[src/rtl/core/swhc_pkg.sv]
package swhc_pkg;

	localparam int WINDOW  = 300;
	localparam int TIME_W  = 31;
	localparam int COUNT_W = 32;
	localparam int SUM_W   = 41;
	localparam int SLOT_W  = $clog2(WINDOW);
	// remainder before the final correction stays below twice the window
	localparam int REM_W   = $clog2(2 * WINDOW);
	localparam int SHIFT   = TIME_W + $clog2(WINDOW);
	localparam logic [31:0] RECIP = 32'((64'd1 << SHIFT) / WINDOW);

	localparam logic       KIND_HIT   = 1'b0;
	localparam logic       KIND_QUERY = 1'b1;

	typedef logic [SLOT_W-1:0]  slot_t;
	typedef logic [TIME_W-1:0]  time_t;
	typedef logic [COUNT_W-1:0] count_t;
	typedef logic [SUM_W-1:0]   sum_t;

	// broadcast to every cell: hit write and scan cutoff
	typedef struct packed {
		logic               hit_en;
		slot_t              hit_slot;
		time_t              hit_tag;
		logic signed [31:0] cutoff;
	} cell_ctl_t;

	// partial sum handed from cell to cell
	typedef struct packed {
		logic vld;
		sum_t sum;
	} tok_t;

endpackage

[src/rtl/core/swhc_cell.sv]
module swhc_cell (
	input  logic                clk,
	input  logic                arst_n,
	input  swhc_pkg::slot_t     index,
	input  swhc_pkg::cell_ctl_t ctl,
	input  swhc_pkg::tok_t      tok_in,
	output swhc_pkg::tok_t      tok_out
);
	import swhc_pkg::*;

	time_t          tag_q;
	count_t         count_q;
	logic           tok_vld_q;
	sum_t           sum_q;
	logic           in_window;
	logic [SUM_W:0] sum_ext;

	assign in_window = $signed({1'b0, tag_q}) > ctl.cutoff;
	assign sum_ext   = {1'b0, tok_in.sum}
	                 + (in_window ? (SUM_W+1)'(count_q) : (SUM_W+1)'(0));

	always_ff @(posedge clk or negedge arst_n) begin
		if (!arst_n) begin
			tag_q     <= '0;
			count_q   <= '0;
			tok_vld_q <= 1'b0;
		end else begin
			tok_vld_q <= tok_in.vld;
			if (ctl.hit_en && ctl.hit_slot == index) begin
				if (tag_q == ctl.hit_tag) begin
					if (count_q != '1) begin
						count_q <= count_q + 1'b1;
					end
				end else begin
					tag_q   <= ctl.hit_tag;
					count_q <= COUNT_W'(1);
				end
			end
		end
	end

	// saturating partial sum
	always_ff @(posedge clk) begin
		if (tok_in.vld) begin
			sum_q <= sum_ext[SUM_W] ? '1 : sum_ext[SUM_W-1:0];
		end
	end

	assign tok_out.vld = tok_vld_q;
	assign tok_out.sum = sum_q;

endmodule

[config.mk]
export PLATFORM = sky130hd
export DESIGN_NAME = swhc_cell
export DESIGN_NICKNAME = d
export VERILOG_FILES = /design/src/rtl/core/swhc_pkg.sv /design/src/rtl/core/swhc_cell.sv
export SDC_FILE = /design/constraint.sdc
export NUM_CORES = 1
export LEC_CHECK = 0
export BUFFER_PORTS_ARGS = -buffer_cell sky130_fd_sc_hd__buf_2
export CAP_MARGIN = 0
export CORE_ASPECT_RATIO = 0.9
export CORE_MARGIN = 1
export CORE_UTILIZATION = 51
export DETAILED_ROUTE_END_ITERATION = 12
export PLACE_DENSITY_LB_ADDON = 0.12
export SLEW_MARGIN = 20
export SYNTH_ARGS = -nofsm -noshare
export SYNTH_HDL_FRONTEND = slang
export SYNTH_SLANG_ARGS = --single-unit
[constraint.sdc]
create_clock -name clk -period 4.7 [get_ports clk]
set_input_delay 0.705 -clock clk [delete_from_list [all_inputs] [get_ports clk]]
set_output_delay 0.705 -clock clk [all_outputs]
set_load 0.1 [all_outputs]
==> impl_metrics.tcl, run 1 <==
set metrics [dict create \
    layout.nets 1266 \
    synthTopCellsByCount "nand2_1 (75), dfrtp_1 (64), ha_1 (64)" \
    fmax_ghz 0.211 \
    wire_per_inst_um 15.8 \
    synth_cell_types 72 \
    yosysSeqAreaShare_pct 36.2 \
    dr_total_vias 6888 \
    status "complete, but fails checks" \
    gp_congestion 0.905 \
    post-route-period-util_pct 101 \
    hp-class "in2async" \
    synth_edf_count 41 \
    synthXorXnorAreaFrac_pct 10.4 \
    grt.overflow.total 0 \
    p_sw_share_pct 30.7 \
    pwr-share-seq_pct 44.7 \
    synthCells 823 \
    synth_top_area_share_pct 20.5 \
    p_leak_nw 5.07 \
    clockPowerShare_pct 33.0 \
    violations "negative setup slack" \
    synth_largest_area_cell "dfrtp_1" \
    ys_warn_count 0 \
    setup_viol 1 \
    antenna_found_initial 1 \
    layout-drive-gt1-share_pct 33.8 \
    reg2regPathDepth 20 \
    track_usage_pct 25.9 \
    rsz0062_at_grt "yes" \
    p_sw_mw 0.700 \
    irDropWorstVdd_uv 194 \
    clkLatencyLatePin_ns 0.36 \
    vias_per_cell 5.39 \
    cts_tree "yes" \
    ys_seq_elements 105 \
    drcViolationCount 0 \
    synth_compound_area_share_pct 14.5 \
    antenna_left 0 \
    hold_buffers 0 \
    ff2ff_setup_slack_ns -0.03 \
    intPower_mw 1.58 \
    fin_crit_ns 4.75 \
    first_pass_iters 5 \
    core_mm2 0.0149 \
    path_clk_slew_ns 0.07 \
    yosysMostFrequentCell "nand2_1" \
    grt_max_degree 49 \
    syn_avg_cell_area_um2 9.51 \
    dp_hpwl_um 15900 \
    clockRootBuffer "clkbuf_16" \
    area_growth_pct 28.4 \
    fin_cells 1278 \
    rows 42 \
    synthTopCellsByArea "dfrtp_1 (20%), edfxtp_1 (16%), ha_1 (10%), xnor2_1 (6.4%), mux2_2 (4.5%)" \
    synthAdderAreaFrac_pct 10.5 \
    synth_nets 1014 \
    start_util_pct 52.7 \
    fin_skew_ns 0.00825 \
    power_per_cell_area_mw_per_mm2 227 \
    worstMarginPinSlew_ns 0.898 \
    port-buffer-count 167 \
    synthMuxAreaShare_pct 5.18 \
    die_area_mm2 0.0159 \
    grt_pass1_wl_um 32300 \
    path_max_fanout 4 \
    critPathArrivalTime_ns 4.86 \
    crit_required_ns 4.81 \
    finalHoldViolCount 0 \
    fin_ws_ns -0.0470 \
    clk_path_buf_depth 2 \
    cts_num_sinks 105 \
    synth_area_mm2 0.00783 \
    io_pins 168 \
    reg2reg_from "tag_q[1]" \
    path_class "in2reg" \
    drt_iter0_drc 460 \
    synthArstFlopShare_pct 61.0 \
    wl_um 20200 \
    slew_headroom_pct 40.1 \
    die_y_um 120 \
    report.final.slew_viol_count 0 \
    cp-start-kind "input pin" \
    maxCapViolCount 0 \
    die_w_um 133 \
    utilization_pct 67.6 \
    grt_pass1_vias 6434 \
    placed_cells 1253 \
    cts_buffers 9 \
    worstSetupEndpointType "flop" \
    r2r-end "sum_q[36]" \
    synth_top_family_by_area "simple AND/OR/NAND/NOR gates" \
    yosys_most_used_dff "dfrtp_1" \
    htree_levels 3 \
    synth-simple-area-share_pct 19.3 \
    power_frac_comb_pct 22.3 \
]
-- per-layer routing --
metal / vias to the layer above / GRT usage, % / part of all wire [%]
met2: 223 / 38.8 / 44
met1: 3192 / 38.6 / 48
met5: - / 0 / 0
met3: 18 / 4.31 / 6.0
li1: 3455 / - / -
met4: 0 / 6.75 / 1.3
-- logic make-up after synthesis --
logic type	count (synthesis)
AOI/OAI and AO/OA	160
DFF	105
and+or+nand+nor	290
adders and majority gates	65
xor gates and xnor gates	93
buffers and inverters	74
muxes	36
-- placed cells by master (no fill, tap or decap), drive strengths merged, types with 33 or more instances in the layout --
master | Yosys | final
a21oi | 41 | 41
buf | 14 | 269
mux2 | 33 | 33
xnor2 | 57 | 57
nand2 | 75 | 75
inv | 46 | 46
dfrtp | 64 | 64
xor2 | 36 | 36
a21o | 41 | 41
ha | 64 | 64
nor2 | 56 | 56
edfxtp | 41 | 41
and2 | 38 | 38
-- flip-flops by register name, summed over array words and instances (netlist names) --
name	cells
sum_q	41
count_q	32
tag_q	31
tok_vld_q	1
-- how the worst max path moves through the flow --
stage,endpoint,start,slack (ns)
floorplan,sum_q[36],ctl[1],-0.02
global placement,sum_q[36],ctl[1],-0.31
detailed placement,sum_q[36],ctl[1],-0.36
CTS,sum_q[39],ctl[1],0.0003
global route,sum_q[36],tag_q[1],-0.12
finish,sum_q[36],ctl[1],-0.05
-- final cells by class --
class                           count  area (um2)
Fill cell                        1227        4820
Multi-Input combinational cell    644        4880
Tap cell                          198         248
Antenna cell                        1        2.50
Inverter                           46         173
Clock buffer                       10         230
Clock inverter                      5        57.6
Timing Repair Buffer              269        1630
Sequential cell                   105        2830
-- power by group through the flow --
stage | Combinational (mW) | Sequential [mW] | Clock [mW]
after floorplan | 0.163 | 1.19 | 0
after global placement | 0.491 | 1.04 | 0
after detailed placement | 0.494 | 1.04 | 0
after CTS | 0.497 | 1.02 | 0.772
after global routing | 0.546 | 1.02 | 0.804
final | 0.508 | 1.02 | 0.753
-- critical path, cell delays in order --
cell,delay [ns]
buf_2,0.08
inv_2,0.04
ha_4,0.25
nor2b_1,0.12
o21a_1,0.14
o21a_1,0.14
o21ai_2,0.06
a211oi_2,0.30
o21ai_1,0.15
a22oi_2,0.21
and2_4,0.19
ha_4,0.14
inv_2,0.04
fa_2,0.41
nor2b_4,0.15
o31a_4,0.17
a211oi_4,0.07
a211o_4,0.35
a2111oi_4,0.49
o41ai_4,0.17
nor2_1,0.17
mux2_4,0.30
-- through the flow --
| stage | TNS [ns] | worst slack (ns) | cell area (um2) | total power [mW] | hold WS [ns] |
|---|---|---|---|---|---|
| 3_3_place_gp | -3.23 | -0.309 | 9510 | 1.53 | 0.543 |
| 3_5_place_dp | -4.31 | -0.357 | 9510 | 1.53 | 0.548 |
| 6_report | -0.0470 | -0.0470 | 10100 | 2.28 | 0.380 |
| 4_1_cts | 0 | 0.000287 | 9810 | 2.29 | 0.394 |
| 5_1_grt | -0.493 | -0.124 | 10100 | 2.37 | 0.437 |
| 2_1_floorplan | -0.0156 | -0.0156 | 7850 | 1.36 | 0.409 |
-- timing repair --
item | 4_1_cts | 5_1_grt
buffers inserted | 1 | 8
resized for setup | 1 | 32
pin swaps | 2 | 20
gates cloned | 0 | 0
endpoints found under the setup margin | 5 | 36
endpoints found under the hold margin | 0 | 0
(Power assumes the default switching activity.)
==> run 2: changes to the inputs <==
Settings changed: RECOVER_POWER set to 25.
==> impl_metrics.tcl, run 2 (synthesized netlist as in run 1, its figures left out) <==
set metrics [dict create \
    power_mw 2.28 \
    grt_pass1_wl_um 32300 \
    wl_met3_um 1170 \
    tns_ns -0.0121 \
    wl_um 20200 \
    report.final.slew_viol_count 74 \
    cp-start-kind "input pin" \
    hp-class "reg2reg" \
    p_sw_mw 0.703 \
    intPower_mw 1.58 \
    die_y_um 120 \
    hold_buffers 0 \
    path_clk_slew_ns 0.07 \
    cts_buffers 9 \
    power_per_cell_area_mw_per_mm2 227 \
    rsz0062_at_grt "yes" \
    grt_max_degree 49 \
    maxCapViolCount 2 \
    multi_input_area_mm2 0.00488 \
    finalHoldViolCount 0 \
    layout_commonest_cell "buf_2" \
    die_area_mm2 0.0159 \
    die_w_um 133 \
    hold_end "count_q[15]" \
    clk_path_buf_depth 2 \
    hold_start "count_q[15]" \
    p_sw_share_pct 30.8 \
    ff2ff_setup_slack_ns 0.01 \
    wl_met2_um 8940 \
    port-buffer-count 167 \
    power_frac_comb_pct 22.3 \
    critPathArrivalTime_ns 4.82 \
    antenna_found_initial 1 \
    grt.overflow.total 0 \
    grt_pass1_vias 6434 \
    io_pins 168 \
    dr_total_vias 6890 \
    status "complete, but fails checks" \
    fmax_ghz 0.212 \
    pwr-share-seq_pct 44.6 \
    fin_ws_ns -0.0121 \
    mostFrequentLayoutCells "buf_2 (165), buf_4 (99), nand2_1 (74)" \
    violations "max-capacitance violations, max-slew violations, negative setup slack" \
    path_max_fanout 4 \
    slew_headroom_pct -43.9 \
    top_layer "met4" \
    path_class "in2reg" \
    fin_crit_ns 4.71 \
    worstMarginPinSlew_ns 2.16 \
    num-fill-cells 1229 \
    clkLatencyLatePin_ns 0.36 \
    wire_per_inst_um 15.8 \
    reg2reg_from "tag_q[1]" \
    post-route-period-util_pct 100 \
    largest_register_ffs 41 \
    reg2regPathDepth 20 \
    cts_tree "yes" \
    cts_num_sinks 105 \
    start_util_pct 52.7 \
    min_delay_path_depth 2 \
    p_leak_nw 5.06 \
    regMostFlops "sum_q" \
    layout-drive-gt1-share_pct 33.6 \
    clockPowerShare_pct 33.1 \
    htree_levels 3 \
    first_pass_iters 5 \
    drcViolationCount 0 \
    worstSetupEndpointType "flop" \
    clockRootBuffer "clkbuf_16" \
    drt_iter0_drc 459 \
    r2r-end "sum_q[36]" \
    track_usage_pct 25.9 \
    setup_viol 1 \
    irDropWorstVdd_uv 194 \
    seq_area_mm2 0.00283 \
    core_mm2 0.0149 \
    gp_congestion 0.905 \
    antenna_left 0 \
    dp_hpwl_um 15900 \
    top_regs "sum_q x41, count_q x32, tag_q x31" \
    fin_skew_ns 0.00818 \
    area_growth_pct 28.3 \
    rows 42 \
    wl_met1_um 9840 \
    crit_required_ns 4.81 \
    vias_per_cell 5.39 \
    layout.nets 1266 \
]
-- run 2: metrics by stage --
stage / area, um2 / hold slack (ns) / setup WS [ns] / std cells / utilization, %
5_1_grt: 10000 / 0.585 / -0.124 / 1278 / 67.6
3_5_place_dp: 9510 / 0.548 / -0.357 / 1253 / 63.9
2_1_floorplan: 7850 / 0.409 / -0.0156 / 823 / -
3_3_place_gp: 9510 / 0.543 / -0.309 / 1253 / 63.9
6_report: 10000 / 0.564 / -0.0121 / 1278 / 67.6
4_1_cts: 9810 / 0.394 / 0.000287 / 1269 / 66.0
-- run 2: worst max path at each step --
stage               startpoint        end  depth (start not counted)
detailed placement      ctl[1]  sum_q[36]                         22
finish                  ctl[1]  sum_q[36]                         22
CTS                     ctl[1]  sum_q[39]                         23
floorplan               ctl[1]  sum_q[36]                         22
global route          tag_q[1]  sum_q[36]                         20
global placement        ctl[1]  sum_q[36]                         22
-- run 2: worst max-delay path, stage by stage --
cell,delay [ns]
buf_2,0.08
inv_2,0.04
ha_4,0.25
nor2b_1,0.12
o21a_1,0.14
o21a_1,0.14
o21ai_2,0.06
a211oi_2,0.30
o21ai_1,0.15
a22oi_2,0.21
and2_4,0.19
ha_4,0.14
inv_2,0.04
fa_2,0.41
nor2b_4,0.15
o31a_4,0.17
a211oi_4,0.07
a211o_4,0.35
a2111oi_4,0.47
o41ai_4,0.17
nor2_1,0.17
mux2_4,0.30
-- run 2: area by class of cell --
class | count | area share, %
Inverter | 46 | 1.72
Multi-Input combinational cell | 644 | 48.5
Clock inverter | 5 | 0.573
Timing Repair Buffer | 269 | 16.2
Tap cell | 198 | 2.47
Antenna cell | 1 | 0.0249
Clock buffer | 10 | 2.29
Sequential cell | 105 | 28.2
-- run 2: routing by layer --
layer	up-vias	GRT usage, %
met2	224	38.8
met3	18	4.31
met1	3192	38.6
met4	0	6.75
met5	-	0
li1	3456	-
-- run 2: power groups by stage --
stage / clock, mW / sequential (mW) / combinational, mW
CTS: 0.772 / 1.02 / 0.497
global placement: 0 / 1.04 / 0.491
floorplan: 0 / 1.19 / 0.163
finish: 0.756 / 1.02 / 0.508
global route: 0.804 / 1.02 / 0.546
detailed placement: 0 / 1.04 / 0.494
-- run 2: what timing repair did --
item,CTS,global route
resized for setup,1,32
setup buffers,1,8
pin swaps,2,20
endpoints found under the setup margin,5,36
